### src/hdl/hdlc_slarp_keepalive_engine_top_macros.svh
// assertion macros shared by the keepalive engine
`ifndef HDLC_SLARP_KEEPALIVE_ENGINE_TOP_MACROS_SVH
`define HDLC_SLARP_KEEPALIVE_ENGINE_TOP_MACROS_SVH

// same-cycle implication, checked outside reset
`define HSLK_ASSERT_SAME(label, clk, rst_n, ante, cons) \
  label: assert property (@(posedge clk) disable iff (!rst_n) (ante) |-> (cons)) \
    else $error("keepalive engine same-cycle check failed");

// next-cycle implication, checked outside reset
`define HSLK_ASSERT_NEXT(label, clk, rst_n, ante, cons) \
  label: assert property (@(posedge clk) disable iff (!rst_n) (ante) |=> (cons)) \
    else $error("keepalive engine next-cycle check failed");

`endif

### src/hdl/hslk_pkg.sv
package hslk_pkg;

  typedef enum logic [1:0] {
    REQ_TICK       = 2'd0,
    REQ_FRAME      = 2'd1,
    REQ_CONNECT    = 2'd2,
    REQ_DISCONNECT = 2'd3
  } req_e;

  typedef enum logic [3:0] {
    ACT_NONE        = 4'd0,
    ACT_SEND_KA     = 4'd1,
    ACT_SEND_REQ    = 4'd2,
    ACT_SEND_REPLY  = 4'd3,
    ACT_DELIVER     = 4'd4,
    ACT_MALFORMED   = 4'd5,
    ACT_KA_ABSORBED = 4'd6,
    ACT_REPLY_OK    = 4'd7,
    ACT_REPLY_BAD   = 4'd8,
    ACT_DISCARD     = 4'd9
  } action_e;

  typedef enum logic [1:0] {
    CFG_PERIOD = 2'd0,
    CFG_LOCAL_IP = 2'd1,
    CFG_LOCAL_MASK = 2'd2
  } cfg_idx_e;

  localparam int unsigned PeriodW = 15;
  localparam int unsigned CfgIdxW = 2;
  localparam int unsigned CfgDataW = 32;

  localparam logic [PeriodW-1:0] PERIOD_DEFAULT = 15'd10;
  localparam logic [7:0]  ADDR_UNICAST   = 8'h0f;
  localparam logic [7:0]  ADDR_BROADCAST = 8'h8f;
  localparam logic [7:0]  CTRL_BYTE      = 8'h00;
  localparam logic [15:0] PROTO_SLARP    = 16'h8035;
  localparam logic [15:0] PROTO_CDP      = 16'h2000;
  localparam logic [31:0] P2P_MASK       = 32'hffff_fffc;
  localparam logic [15:0] KA_TAIL        = 16'hffff;
  localparam logic [10:0] MIN_FRAME_LEN  = 11'd4;
  localparam logic [10:0] MIN_SLARP_LEN  = 11'd18;
  localparam logic [31:0] DOWN_LIMIT_LO  = 32'd3;
  localparam logic [31:0] DOWN_LIMIT_HI  = 32'hffff_fffd;
  localparam logic [31:0] UP_LIMIT       = 32'd2;

  localparam logic [31:0] RX_CODE_REQUEST = 32'd0;
  localparam logic [31:0] RX_CODE_REPLY   = 32'd1;
  localparam logic [31:0] RX_CODE_KA      = 32'd2;
  localparam logic [1:0]  TX_CODE_REQUEST = 2'd0;
  localparam logic [1:0]  TX_CODE_REPLY   = 2'd1;
  localparam logic [1:0]  TX_CODE_KA      = 2'd2;

  typedef struct packed {
    logic [1:0]  req_type;
    logic [10:0] frame_len;
    logic [7:0]  rx_address;
    logic [7:0]  rx_control;
    logic [15:0] rx_protocol;
    logic [31:0] rx_slarp_code;
    logic [31:0] rx_word_a;
    logic [31:0] rx_word_b;
  } in_item_t;

  typedef struct packed {
    logic [3:0]  action;
    logic [1:0]  tx_slarp_code;
    logic [31:0] tx_word_a;
    logic [31:0] tx_word_b;
    logic [15:0] tx_tail;
    logic [15:0] deliver_protocol;
    logic        line_is_up;
    logic        line_changed;
    logic [31:0] peer_address;
    logic [31:0] derived_local_address;
  } out_item_t;

  typedef struct packed {
    logic [31:0]        own_seq;
    logic [31:0]        seen_seq;
    logic [31:0]        peer_seq;
    logic               line_up;
    logic [PeriodW-1:0] sec_cnt;
    logic               link_active;
    logic [PeriodW-1:0] period;
  } ka_state_t;

endpackage

### src/hdl/hdlc_slarp_keepalive_engine_top.sv
// channel | direction | handshake                | payload
// in      | into      | in_valid_i / in_stall_o   | in_data_i  (hslk_pkg::in_item_t)
// out     | out of    | out_valid_o / out_stall_i | out_data_o (hslk_pkg::out_item_t)
// cfg     | into      | cfg_we_i                  | cfg_index_i, cfg_data_i
//
// each event passes from input transfer to result through the input register,
// then one evaluation step into the result register; one event per cycle sustained
// while out_stall_i is low; state updates but period writes in the evaluation step
// reset clears state to line down, link inactive, period 10
// out_stall_i holds a valid result register and, once the input register is full,
// raises in_stall_o in the same cycle
`include "hdlc_slarp_keepalive_engine_top_macros.svh"

module hdlc_slarp_keepalive_engine_top (
  input  logic                               clk_i,
  input  logic                               rst_ni,
  input  logic                               in_valid_i,
  output logic                               in_stall_o,
  input  hslk_pkg::in_item_t                 in_data_i,
  output logic                               out_valid_o,
  input  logic                               out_stall_i,
  output hslk_pkg::out_item_t                out_data_o,
  input  logic                               cfg_we_i,
  input  logic [hslk_pkg::CfgIdxW-1:0]       cfg_index_i,
  input  logic [hslk_pkg::CfgDataW-1:0]      cfg_data_i
);
  import hslk_pkg::*;

  logic      in_valid_q, in_valid_d;
  in_item_t  in_data_q;
  logic      out_valid_q, out_valid_d;
  out_item_t out_data_q;
  ka_state_t state_q, state_d, state_nxt;
  out_item_t result;
  logic [31:0] local_ip_q, local_ip_d;
  logic [31:0] local_mask_q, local_mask_d;
  logic      advance;
  logic      in_xfer;

  assign advance = in_valid_q && (!out_valid_q || !out_stall_i);
  assign in_stall_o = in_valid_q && !advance;
  assign in_xfer = in_valid_i && !in_stall_o;

  assign in_valid_d = in_xfer || (in_valid_q && !advance);
  assign out_valid_d = advance || (out_valid_q && out_stall_i);

  hslk_eval u_eval (
    .item_i      (in_data_q),
    .state_i     (state_q),
    .local_ip_i  (local_ip_q),
    .local_mask_i(local_mask_q),
    .state_o     (state_nxt),
    .result_o    (result)
  );

  always_comb begin
    state_d = advance ? state_nxt : state_q;
    local_ip_d = local_ip_q;
    local_mask_d = local_mask_q;
    if (cfg_we_i) begin
      case (cfg_idx_e'(cfg_index_i))
        CFG_PERIOD: begin
          // a zero period is not taken
          if (cfg_data_i[PeriodW-1:0] != '0) begin
            state_d.period = cfg_data_i[PeriodW-1:0];
          end
        end
        CFG_LOCAL_IP: begin
          local_ip_d = cfg_data_i;
        end
        CFG_LOCAL_MASK: begin
          local_mask_d = cfg_data_i;
        end
        default: begin
          local_ip_d = local_ip_q;
        end
      endcase
    end
  end

  always_ff @(posedge clk_i or negedge rst_ni) begin
    if (!rst_ni) begin
      in_valid_q <= 1'b0;
      out_valid_q <= 1'b0;
      state_q <= '{own_seq: '0, seen_seq: '0, peer_seq: '0, line_up: 1'b0,
                   sec_cnt: '0, link_active: 1'b0, period: PERIOD_DEFAULT};
      local_ip_q <= '0;
      local_mask_q <= '0;
    end else begin
      in_valid_q <= in_valid_d;
      out_valid_q <= out_valid_d;
      state_q <= state_d;
      local_ip_q <= local_ip_d;
      local_mask_q <= local_mask_d;
    end
  end

  always_ff @(posedge clk_i) begin
    if (in_xfer) begin
      in_data_q <= in_data_i;
    end
    if (advance) begin
      out_data_q <= result;
    end
  end

  assign out_valid_o = out_valid_q;
  assign out_data_o = out_data_q;

  // the reported line state is the state left behind by the same event
  `HSLK_ASSERT_NEXT(a_line_matches_state, clk_i, rst_ni, advance, out_data_o.line_is_up == state_q.line_up)
  // a connect always leaves an active link with cleared sequences
  `HSLK_ASSERT_NEXT(a_connect_clears, clk_i, rst_ni, advance && in_data_q.req_type == REQ_CONNECT, state_q.link_active && state_q.own_seq == '0 && state_q.seen_seq == '0)
  // the input side only stalls while holding an event it cannot pass on
  `HSLK_ASSERT_SAME(a_stall_needs_full, clk_i, rst_ni, in_stall_o, in_valid_q && out_valid_q && out_stall_i)

endmodule

### src/hdl/hslk_eval.sv
module hslk_eval (
  input  hslk_pkg::in_item_t  item_i,
  input  hslk_pkg::ka_state_t state_i,
  input  logic [31:0]         local_ip_i,
  input  logic [31:0]         local_mask_i,
  output hslk_pkg::ka_state_t state_o,
  output hslk_pkg::out_item_t result_o
);
  import hslk_pkg::*;

  always_comb begin
    logic [PeriodW-1:0] sec_inc;
    logic [31:0]        own_inc;
    logic [31:0]        seq_gap;
    logic               hdr_ok;
    logic [1:0]         addr_lo;
    ka_state_t          st;
    out_item_t          res;

    st = state_i;
    res = '0;
    sec_inc = state_i.sec_cnt + PeriodW'(1);
    own_inc = state_i.own_seq + 32'd1;
    // signed distance seen as unsigned: values near the top are negative
    seq_gap = own_inc - state_i.seen_seq;
    hdr_ok = (item_i.frame_len >= MIN_FRAME_LEN)
          && ((item_i.rx_address == ADDR_UNICAST) || (item_i.rx_address == ADDR_BROADCAST))
          && (item_i.rx_control == CTRL_BYTE);
    addr_lo = item_i.rx_word_a[1:0];

    case (req_e'(item_i.req_type))
      REQ_TICK: begin
        if (state_i.link_active) begin
          if (sec_inc >= state_i.period) begin
            st.sec_cnt = '0;
            st.own_seq = own_inc;
            if (state_i.line_up && seq_gap >= DOWN_LIMIT_LO && seq_gap <= DOWN_LIMIT_HI) begin
              st.line_up = 1'b0;
              res.line_changed = 1'b1;
            end else if (!state_i.line_up && seq_gap <= UP_LIMIT) begin
              st.line_up = 1'b1;
              res.line_changed = 1'b1;
            end
            res.action = ACT_SEND_KA;
            res.tx_slarp_code = TX_CODE_KA;
            res.tx_word_a = own_inc;
            res.tx_word_b = state_i.peer_seq;
            res.tx_tail = KA_TAIL;
          end else begin
            st.sec_cnt = sec_inc;
          end
        end
      end
      REQ_CONNECT: begin
        st.own_seq = '0;
        st.seen_seq = '0;
        st.peer_seq = '0;
        res.line_changed = state_i.line_up;
        st.line_up = 1'b0;
        st.period = PERIOD_DEFAULT;
        st.sec_cnt = '0;
        st.link_active = 1'b1;
        res.action = ACT_SEND_REQ;
        res.tx_slarp_code = TX_CODE_REQUEST;
      end
      REQ_DISCONNECT: begin
        st.link_active = 1'b0;
        st.sec_cnt = '0;
      end
      REQ_FRAME: begin
        if (!hdr_ok) begin
          res.action = ACT_MALFORMED;
        end else if (item_i.rx_protocol == PROTO_SLARP) begin
          if (item_i.frame_len < MIN_SLARP_LEN) begin
            res.action = ACT_MALFORMED;
          end else if (item_i.rx_slarp_code == RX_CODE_REQUEST) begin
            st.peer_seq = '0;
            res.action = ACT_SEND_REPLY;
            res.tx_slarp_code = TX_CODE_REPLY;
            res.tx_word_a = local_ip_i;
            res.tx_word_b = local_mask_i;
          end else if (item_i.rx_slarp_code == RX_CODE_REPLY) begin
            // low address bits must name one end of a /30
            if (item_i.rx_word_b == P2P_MASK && addr_lo != 2'b00 && addr_lo != 2'b11) begin
              res.action = ACT_REPLY_OK;
              res.peer_address = item_i.rx_word_a;
              res.derived_local_address = item_i.rx_word_a ^ 32'd3;
            end else begin
              res.action = ACT_REPLY_BAD;
            end
          end else if (item_i.rx_slarp_code == RX_CODE_KA) begin
            st.peer_seq = item_i.rx_word_a;
            st.seen_seq = item_i.rx_word_b;
            res.action = ACT_KA_ABSORBED;
          end else begin
            res.action = ACT_DISCARD;
          end
        end else if (item_i.rx_protocol == PROTO_CDP) begin
          res.action = ACT_DISCARD;
        end else begin
          res.action = ACT_DELIVER;
          res.deliver_protocol = item_i.rx_protocol;
        end
      end
      default: begin
        res.action = ACT_NONE;
      end
    endcase

    res.line_is_up = st.line_up;
    state_o = st;
    result_o = res;
  end

endmodule

### config.mk
export PLATFORM = sky130hd
export DESIGN_NAME = hdlc_slarp_keepalive_engine_top
export DESIGN_NICKNAME = d
export VERILOG_FILES = /design/src/hdl/hslk_pkg.sv /design/src/hdl/hdlc_slarp_keepalive_engine_top.sv /design/src/hdl/hslk_eval.sv
export VERILOG_INCLUDE_DIRS = /design/src /design/src/hdl
export SDC_FILE = /design/constraint.sdc
export NUM_CORES = 1
export LEC_CHECK = 0
export ABC_AREA = 1
export BUFFER_PORTS_ARGS = -buffer_cell sky130_fd_sc_hd__buf_2
export CAP_MARGIN = 20
export CELL_PAD_IN_SITES_DETAIL_PLACEMENT = 2
export CELL_PAD_IN_SITES_GLOBAL_PLACEMENT = 2
export CORE_MARGIN = 2
export CORE_UTILIZATION = 32
export DETAILED_ROUTE_END_ITERATION = 8
export GPL_ROUTABILITY_DRIVEN = 0
export MAX_ROUTING_LAYER = met4
export PLACE_DENSITY_LB_ADDON = 0.1
export SLEW_MARGIN = 10
export SYNTH_ARGS = -nofsm -noshare
export SYNTH_HDL_FRONTEND = slang
export SYNTH_SLANG_ARGS = --single-unit
### constraint.sdc
create_clock -name clk_i -period 4.6 [get_ports clk_i]
set_input_delay 0.46 -clock clk_i [delete_from_list [all_inputs] [get_ports clk_i]]
set_output_delay 0.46 -clock clk_i [all_outputs]
set_load 0.01 [all_outputs]
Word level (Yosys, flattened, before mapping)
Index checks and enable logic that the tools add are counted.
Word-level totals
  output and inout bits: 170
  register bits: 503
  logic and storage cells: 153
  input bits: 180
Operators by class
  $add $sub $neg: 3
  bitwise operators: 6
  multiplexer cells: 45
  equality and inequality tests: 23
  magnitude comparators: 6
  reductions and logical operators: 41
Operator list (count)
  64-bit two-way mux: 5
  64-bit case mux with 2 select lines: 2
  66-bit two-way mux: 3
  83-bit two-way mux: 2
  32-bit two-way mux: 4
  15-bit two-way mux: 6
  65-bit two-way mux: 1
  32-bit case mux with 2 select lines: 1
  32-bit by 1-bit adder with 32-bit output (second input constant): 1
  32-bit by 1-bit == test with 1-bit output (second input constant): 1
  32-bit by 2-bit == test with 1-bit output (second input constant): 1
  32-bit == test (second input constant): 1
  32-bit by 2-bit greater-or-equal comparator with 1-bit output (second input constant): 1
  32-bit by 2-bit less-or-equal comparator with 1-bit output (second input constant): 1
  32-bit less-or-equal comparator (second input constant): 1
  32-bit zero test: 1
  4-bit two-way mux: 8
  32-bit subtractor: 1
  15-bit case mux with 2 select lines: 1
  6-bit case mux with 3 select lines: 1
  16-bit by 14-bit == test with 1-bit output (second input constant): 1
  16-bit == test (second input constant): 1
  16-bit two-way mux: 1
  15-bit by 1-bit adder with 15-bit output (second input constant): 1
  30 further kinds: 77

Depth between registers and ports, before layout
Gate-level depths: netlist of run 1.
  depth in word-level cells: 10
  gate-level depth with buffers: 33
  gate-level depth less buffers: 33

Hierarchy
From an unflattened synthesis of run 1, not the netlist that was laid out.
Second synthesis, totals
  cell total of the unflattened synthesis: 3000
  area, all modules: 25966.2 sq um
By module, submodules not included
  hdlc_slarp_keepalive_engine_top: seq. area each 14136.1 sq um, area an instance 16864.9 sq um, cells an instance 1165, times used 1
  hslk_eval: seq. area each 0.0 sq um, area an instance 9101.2 sq um, cells an instance 1835, times used 1

Worst setup path before layout of run 1
No wires, ideal clock.
  path kind: input -> register
  start point: in out_stall_i
  end point: reg state_q[53] (netlist name)
  setup slack: -0.211 ns
  data required time: 4.474 ns
  stages: 7
  path buffers: 1
  setup time: 0.126 ns
  arrival: 4.685 ns
  cell sequence: nand2_1 nand2_1 inv_1 o21ai_0 a211oi_4 clkbuf_2 o21ai_0
On the way
  cells in the longest elaborated chain, start to end: 4
Ends and longest elaborated chain
  from (decl): line hdlc_slarp_keepalive_engine_top.sv:21  | input logic out_stall_i,
  1-bit zero test: line hdlc_slarp_keepalive_engine_top.sv:40  | assign advance = in_valid_q && (!out_valid_q || !out_stall_i);
  1-bit logical OR: line hdlc_slarp_keepalive_engine_top.sv:40
  1-bit logical AND: line hdlc_slarp_keepalive_engine_top.sv:40
  named net advance: line hdlc_slarp_keepalive_engine_top.sv:37  | logic advance;
  7-bit AND reduction (no source line)
  to (signal assigned): line hdlc_slarp_keepalive_engine_top.sv:85  | state_q <= '{own_seq: '0, seen_seq: '0, peer_seq: '0, line_up: 1'b0,
  to (signal assigned): line hdlc_slarp_keepalive_engine_top.sv:92  | state_q <= state_d;
  to (decl): line hdlc_slarp_keepalive_engine_top.sv:33  | ka_state_t state_q, state_d, state_nxt;
The timed path passes the listed nets, and every way through them passes these cells.
A chain may end at the register's enable or synchronous reset.

==> results.yml, run 1 <==
drt:
  vias: 17900
  vias_per_cell: 4.80
  drc: 0
  wl_per_cell_um: 20.0
  ant_nets: 0
  drt_iter0_markers: 817
  routed_wl_um: 74600
  drt_pass1_iterations: 4
finish:
  drive_gt1_share_pct: 20.7
  layout.nets: 3030
  final_cell_mix: "inv_1 (482), nand2_1 (450), buf_2 (346), edfxtp_1 (262), dfrtp_1 (192)"
  syn2layout_area_growth_pct: 23.9
  layout.area.seq_um2: 12700
  n_fill_cell: 7495
  final_common_cell: "inv_1"
  multi_input_area_um2: 7030
  fin_area_um2: 27200
cts:
  cts_tree: "done"
  insertion_delay_ns: 0.61
  clk_pin_slew_ns: 0.06
  clock-sinks: 456
  cts-root-buf: "clkbuf_16"
  clockBufferDepth: 3
  htreeDepth: 2
  cts_made_buffers: 53
global_routing:
  grtUsageTotal_pct: 21.7
  grt_pass1_vias: 20100
  grt_max_degree: 104
  grt_pass1_wl_um: 116000
  antenna_found_initial: 6
  grt_overflow_total: 0
sta:
  finalSetupViolations: 0
  timing.final.crit_share_pct: 95.8
  finalClockSkew_ns: 0.0209
  maxSlewViolCount: 0
  fmax_mhz: 227
  relSlewSlack_pct: 37.7
  tightestPinTransition_ns: 0.911
  period_needed_ns: 4.41
  setup_ws_ns: 0.192
  hold_violations: 0
  rsz0062_at_grt: "true"
synthesis:
  synthDistinctLibCells: 56
  synth_top_cell_by_area: "edfxtp_1"
  syn_area_um2: 22000
  synth_cells: 2374
  synth_top_area_share_pct: 35.8
  yosysWarnings: 0
  ys_seq_area_share_pct: 57.9
  synth_top_flop_cell: "edfxtp_1"
  synth_edf_count: 262
  synth_area_leaders: "edfxtp_1 (36%), dfrtp_1 (22%), inv_1 (8.3%)"
  syn_area_per_cell_um2: 9.26
  syn_nets: 2608
  synthArstFlopShare_pct: 42.5
  ys_ff_latch: 456
pwr:
  leakagePower_nw: 12.8
  powerDensity_nw_per_um2: 544
  vdd_drop_max_v: 0.000324
floorplanning:
  die_w_um: 266
  coreArea_um2: 68200
  die_y_um: 266
  start_util_pct: 32.2
  num_rows: 96
  die_area_um2: 70800
  ios: 350
worst_setup_path:
  cp_slowest_cell: "dfrtp_1"
  start_kind: "flop"
  max_stage_delay_ns: 0.41
  regToRegEndpoint: "out_data_o[64]"
  critical_path_arrival_ns: 4.84
  worst-r2r-cell-count: 27
  r2r_setup_slack_ns: 0.19
  path_common_cell: "nand2_1"
  required_ns: 5.03
  cp-end-kind: "flop"
  r2r_start: "state_q[114]"
  cp_max_fo: 4
  worstSetupPathType: "reg -> reg"
place:
  place_hpwl_um: 55700
  pre_cts_ws_ns: -0.0594
  placed_area_um2: 24900
  port_buffers: 347
worst_hold_path:
  hp-start: "in_data_i[38]"
  hold_depth: 1
  holdPathEnd: "in_data_q[38]"
  hp-class: "in -> reg"
outcome:
  status: "finished clean"
run:
  maxCapViolCount: 0
==> worst max-delay path by stage <==
stage                 start        endpoint  slack, ns  depth (start not counted)
5_1_grt         state_q[96]  out_data_o[64]      -0.09                         33
2_1_floorplan   out_stall_i    in_data_q[0]       0.78                          3
3_5_place_dp    state_q[96]  out_data_o[64]      -0.06                         29
3_3_place_gp    state_q[96]  out_data_o[64]       0.15                         29
6_report       state_q[114]  out_data_o[64]       0.19                         27
4_1_cts         state_q[96]  out_data_o[64]       0.02                         27
==> flip-flops by register name, summed over array words and instances (netlist names) <==
signal / count
state_q: 128
local_ip_q: 32
in_data_q: 139
out_data_o: 123
in_valid_q: 1
out_valid_o: 1
local_mask_q: 32
==> power breakdown <==
part           total, mW  switching [mW]  internal, mW
clock               4.02            1.72          2.30
combinational       5.69            3.72          1.97
sequential          5.09           0.260          4.83
total               14.8            5.70          9.10
==> synthesized netlist by cell type, types with 3 or more instances <==
library cell	instances
a21oi_1	30
and2_1	4
buf_1	8
buf_2	3
buf_4	45
buf_6	3
clkbuf_1	42
clkbuf_2	4
dfrtp_1	192
edfxtp_1	262
ha_1	53
inv_1	486
nand2_1	458
nand2_2	14
nand3_1	158
nand3_2	3
nand3b_1	4
nand4_1	37
nor2_1	162
nor2_2	11
nor3_1	23
nor3_2	4
nor4_1	23
o21ai_0	172
o21ai_1	3
o22ai_1	96
xnor2_1	4
xor2_1	36
==> area by class of cell <==
cell class,instances,area share [%]
antenna,5,0.0460
clock buffer,88,5.73
clock inverter,11,0.271
inverter,487,6.75
multi-input combinational,1326,25.8
sequential,456,46.7
tap,882,4.05
timing repair buffer,472,10.6
==> per-layer routing <==
metal	routed length, µm	vias to the layer above	global-route usage (%)
met3	2230	114	2.77
met1	31200	8945	25.6
li1	-	8544	-
met5	0	-	-
met2	39000	279	38.6
met4	2180	0	6.76
==> cell families (layout without fill, tap and decap cells) <==
logic type | Yosys count | after routing | share of synthesized area [%]
and+or+nand+nor | 910 | 910 | 18.1
buffers and inverters | 592 | 1058 | 11.0
DFF | 456 | 456 | 57.9
AOI/OAI and AO/OA | 322 | 322 | 8.22
adders and majority gates | 54 | 54 | 3.11
xor gates and xnor gates | 40 | 40 | 1.59
other | 0 | 5 | 0
==> stage by stage <==
stage               TNS, ns  util [%]  power, mW  hold WS (ns)  std cells
floorplan                 0         -       8.56         0.164       2374
global placement          0      36.4       10.4         0.467       3570
detailed placement  -0.0594      36.4       10.7         0.477       3572
CTS                       0      39.5       14.8     0.0000262       3716
global route         -0.137      39.9       15.9       0.00703       3727
finish                    0      39.9       14.8        0.0334       3727
==> critical path: cells and delay by family, from the launching register on <==
kind                       cells  cell delay (ns)
DFF                            1             0.41
xor gates and xnor gates       1             0.17
and+or+nand+nor               22             3.00
adders and majority gates      1             0.35
buffers and inverters          2             0.16
AOI/OAI and AO/OA              1             0.10
==> timing repair <==
| item | 4_1_cts | 5_1_grt |
|---|---|---|
| hold buffers | 45 | 0 |
| setup buffers | 0 | 5 |
| gates resized for setup | 3 | 40 |
| pin swaps | 0 | 10 |
| endpoints found under the hold margin | 119 | 0 |
| setup endpoints to repair | 1 | 36 |
(Power assumes the default switching activity.)
==> run 2, diff against run 1 <==
--- a/config.mk
+++ b/config.mk
@@ -17,6 +17,7 @@
 export GPL_ROUTABILITY_DRIVEN = 0
 export MAX_ROUTING_LAYER = met4
 export PLACE_DENSITY_LB_ADDON = 0.1
+export REMOVE_ABC_BUFFERS = 1
 export SLEW_MARGIN = 10
 export SYNTH_ARGS = -nofsm -noshare
 export SYNTH_HDL_FRONTEND = slang
==> results.yml, run 2 (synthesized netlist as in run 1, its figures left out) <==
global_routing:
  antenna_found_initial: 9
  grt_overflow_total: 0
  grtUsageTotal_pct: 23.3
  grt_pass1_vias: 20600
  grt_max_degree: 93
  grt_pass1_wl_um: 122000
floorplanning:
  die_w_um: 266
  coreArea_um2: 68200
  start_util_pct: 32.2
  num_rows: 96
  ios: 350
  die_y_um: 266
  die_area_um2: 70800
drt:
  vias: 18200
  drt_pass1_iterations: 4
  wl_per_cell_um: 21.1
  ant_nets: 0
  vias_per_cell: 4.82
  drc: 0
  routed_wl_um: 79900
  drt_iter0_markers: 889
cts:
  htreeDepth: 2
  clockBufferDepth: 3
  clock-sinks: 456
  insertion_delay_ns: 0.62
  clk_pin_slew_ns: 0.06
  cts-root-buf: "clkbuf_16"
  cts_made_buffers: 53
  cts_tree: "done"
pwr:
  powerDensity_nw_per_um2: 535
  leakagePower_nw: 13.0
  vdd_drop_max_v: 0.000253
finish:
  drive_gt1_share_pct: 19.9
  final_cell_mix: "inv_1 (484), nand2_1 (452), buf_2 (346), edfxtp_1 (262), dfrtp_1 (191)"
  layout.nets: 3081
  largest_register_ffs: 139
  top_register: "in_data_q"
  syn2layout_area_growth_pct: 26.3
  final_common_cell: "inv_1"
  fin_area_um2: 27800
  n_fill_cell: 7505
outcome:
  status: "finished clean"
run:
  maxCapViolCount: 0
sta:
  maxSlewViolCount: 0
  hold_violations: 0
  tightestPinTransition_ns: 1.03
  finalClockSkew_ns: 0.0221
  period_needed_ns: 4.30
  whs_ns: 0.0285
  timing.final.crit_share_pct: 93.6
  fmax_mhz: 232
  finalSetupViolations: 0
  rsz0062_at_grt: "true"
  relSlewSlack_pct: 31.3
place:
  placed_area_um2: 24800
  place_hpwl_um: 58700
  port_buffers: 347
worst_setup_path:
  required_ns: 4.93
  cp-end-kind: "flop"
  critPathTopFamily: "simple AND/OR/NAND/NOR gates"
  worstSetupPathType: "reg -> reg"
  path_common_cell: "nand2_1"
  max_stage_delay_ns: 0.38
  critical_path_arrival_ns: 4.63
  crit_buf_inv: 3
  cp_slowest_cell: "ha_2"
  cp_max_fo: 5
  start_kind: "flop"
worst_hold_path:
  hp-class: "in -> reg"
-- run 2: power by group --
group / internal (mW) / switching, mW / leakage [nW]
combinational: 1.90 / 3.83 / 7.16
clock: 2.24 / 1.79 / 0.787
sequential: 4.83 / 0.260 / 5.09
total: 8.96 / 5.88 / 13.0
-- run 2: worst paths after layout --
check / start / endpoint / slack (ns) / cells past startpoint
worst min-delay path: in_data_i[117] / in_data_q[117] / 0.03 / 1
worst min register to register: local_ip_q[21] / local_ip_q[21] / 0.48 / 2
max in group asynchronous: rst_ni / state_q[56] / 3.02 / 3
worst max-delay path: state_q[97] / out_data_o[64] / 0.30 / 28
worst max register to register: state_q[97] / out_data_o[64] / 0.30 / 28
min in group asynchronous: rst_ni / out_valid_o / 0.46 / 2
-- run 2: area by class of cell --
type | count | area (µm²) | area share [%]
Antenna cell | 9 | 22.5 | 0.0811
Clock buffer | 74 | 1440 | 5.17
Clock inverter | 24 | 184 | 0.663
Inverter | 487 | 1840 | 6.62
Multi-Input combinational cell | 1326 | 7080 | 25.5
Sequential cell | 456 | 12700 | 45.8
Tap cell | 882 | 1100 | 3.98
Timing Repair Buffer | 523 | 3370 | 12.2
-- run 2: per-stage QoR --
| step | cells | setup slack (ns) | util (%) | power (mW) | TNS [ns] |
|---|---|---|---|---|---|
| after floorplan | 2269 | -0.821 | - | 8.51 | -37.29 |
| after global placement | 3561 | 0.249 | 36.3 | 10.4 | 0 |
| after detailed placement | 3562 | 0.0773 | 36.3 | 10.7 | 0 |
| after CTS | 3771 | 0.0300 | 40.3 | 14.8 | 0 |
| after global routing | 3781 | -0.0937 | 40.7 | 15.9 | -0.115 |
| final | 3781 | 0.296 | 40.7 | 14.8 | 0 |
-- run 2: timing repair --
| action | in CTS | in global routing |
|---|---|---|
| endpoints found under the setup margin | 0 | 32 |
| setup buffers | 0 | 1 |
| gates resized for setup | 0 | 50 |
| hold endpoints to repair | 190 | 0 |
| hold buffers | 111 | 0 |
-- run 2: layer usage --
metal	vias to the layer above	share of wire [%]	GRT usage [%]
met5	-	0	-
met4	0	2.9	6.89
met3	103	4.4	4.90
met2	266	50	39.8
met1	9207	42	27.5
li1	8642	-	-
==> run 3, diff against run 2 <==
--- a/config.mk
+++ b/config.mk
@@ -12,7 +12,7 @@
 export CELL_PAD_IN_SITES_DETAIL_PLACEMENT = 2
 export CELL_PAD_IN_SITES_GLOBAL_PLACEMENT = 2
 export CORE_MARGIN = 2
-export CORE_UTILIZATION = 32
+export CORE_UTILIZATION = 38
 export DETAILED_ROUTE_END_ITERATION = 8
 export GPL_ROUTABILITY_DRIVEN = 0
 export MAX_ROUTING_LAYER = met4
==> constraint.sdc (replaced) <==
create_clock -name clk_i -period 5.3 [get_ports clk_i]
set_input_delay 0.53 -clock clk_i [delete_from_list [all_inputs] [get_ports clk_i]]
set_output_delay 0.53 -clock clk_i [all_outputs]
set_load 0.01 [all_outputs]
==> results.yml, run 3 (synthesized netlist as in run 1, its figures left out) <==
floorplanning:
  die_y_um: 244
  num_rows: 88
  coreArea_um2: 57500
  die_area_um2: 59800
  die_w_um: 244
  start_util_pct: 38.2
  ios: 350
worst_setup_path:
  required_ns: 5.78
  cp_slowest_cell: "dfrtp_1"
  critical_path_arrival_ns: 5.31
  path_common_cell: "nand2_1"
  critPathTopFamily: "simple AND/OR/NAND/NOR gates"
  cp_max_fo: 6
  start_kind: "flop"
  cp-end-kind: "flop"
  max_stage_delay_ns: 0.48
  worstSetupPathType: "reg -> reg"
  crit_buf_inv: 4
cts:
  clock-sinks: 456
  cts_hold_buffers: 0
  cts_made_buffers: 51
  cts-root-buf: "clkbuf_16"
  clockBufferDepth: 3
  htreeDepth: 2
  cts_tree: "done"
  clk_pin_slew_ns: 0.06
  insertion_delay_ns: 0.62
place:
  dp.cells: 3401
  place_hpwl_um: 57800
  pre_cts_ws_ns: 0.423
  port_buffers: 347
  placed_area_um2: 24300
sta:
  period_needed_ns: 4.83
  finalClockSkew_ns: 0.0320
  whs_ns: -0.00982
  tightestPinTransition_ns: 1.15
  rsz0062_at_grt: "false"
  finalSetupViolations: 0
  maxSlewViolCount: 0
  fmax_mhz: 207
  relSlewSlack_pct: 23.4
  timing.final.crit_share_pct: 91.1
  hold_violations: 1
  setup_ws_ns: 0.470
finish:
  final_cell_mix: "inv_1 (484), nand2_1 (457), buf_2 (346), edfxtp_1 (262), dfrtp_1 (192)"
  instances_no_fill: 3504
  top_register: "in_data_q"
  layout.nets: 2923
  largest_register_ffs: 139
  fin_area_um2: 26100
  drive_gt1_share_pct: 18.6
  syn2layout_area_growth_pct: 18.8
  n_fill_cell: 6351
  final_common_cell: "inv_1"
global_routing:
  grt_overflow_total: 0
  grt_max_degree: 104
  use_met3_pct: 4.96
  antenna_found_initial: 3
  met1_usage_pct: 31.5
  grtUsageTotal_pct: 26.8
  grt_pass1_wl_um: 119000
  grt_util_met2_pct: 47.2
  grt_pass1_vias: 19900
  grt.busiest_layer: "met2"
drt:
  wl_per_cell_um: 22.1
  ant_nets: 0
  drt_iter0_markers: 826
  vias: 17700
  vias_per_cell: 5.06
  drt_pass1_iterations: 5
  routed_wl_um: 77500
  drc: 0
run:
  maxCapViolCount: 0
pwr:
  leakagePower_nw: 12.4
  powerDensity_nw_per_um2: 487
  vdd_drop_max_v: 0.000305
  finalPower_mw: 12.7
worst_hold_path:
  hp-class: "in -> async"
outcome:
  violations: "negative hold slack"
  status: "complete, but fails checks"
## run 3: cell count changes in the layout (fill, tap and decap cells not counted), sizes merged
cell | previous run | this run
dlygate4sd3 | 111 | 0
clkinv | 21 | 24
diode | 9 | 7
bufinv | 1 | 7
clkbuf | 75 | 63
inv | 488 | 489
buf | 411 | 366
## run 3: cell type report
class	count	area (µm²)	share of cell area [%]
flip-flops and latches	456	12700	48.7
clock inverters	34	390	1.49
well taps	765	957	3.67
clock buffers	62	1400	5.36
diodes	7	17.5	0.0671
multi-input cells	1326	6890	26.4
repair buffers	367	1900	7.26
inverters	487	1840	7.04
## run 3: final timing paths
check	start	slack, ns	endpoint	cells after the start
min reg2reg	local_ip_q[13]	0.49	local_ip_q[13]	2
max reg2reg	state_q[96]	0.47	out_data_o[65]	29
min	rst_ni	-0.01	out_valid_o	1
max	state_q[96]	0.47	out_data_o[65]	29
max in group asynchronous	rst_ni	3.94	local_ip_q[17]	2
min in group clk_i	in_data_i[50]	0.08	in_data_q[50]	1
## run 3: routing by layer
layer  vias to the layer above  part of all wire, %
li1                       8329                    -
met1                      9028                   41
met3                        97                  4.4
met5                         -                    0
met2                       277                   52
met4                         0                  2.2
## run 3: timing repair
item	CTS	global route
setup buffers	0	0
endpoints found under the setup margin	0	3
gates resized for setup	0	4
## run 3: power breakdown
group	switching, mW	internal, mW	total [mW]
registers	0.235	4.19	4.42
clock network	1.56	2.23	3.79
logic	3.15	1.36	4.51
## run 3: through the flow
step | TNS [ns] | hold WS, ns | util [%]
floorplan | -6.06 | 0.234 | -
global placement | 0 | 0.469 | 42.2
detailed placement | 0 | 0.478 | 42.2
CTS | 0 | 0.0424 | 45.4
global route | 0 | 0.0682 | 45.4
finish | 0 | -0.00982 | 45.4
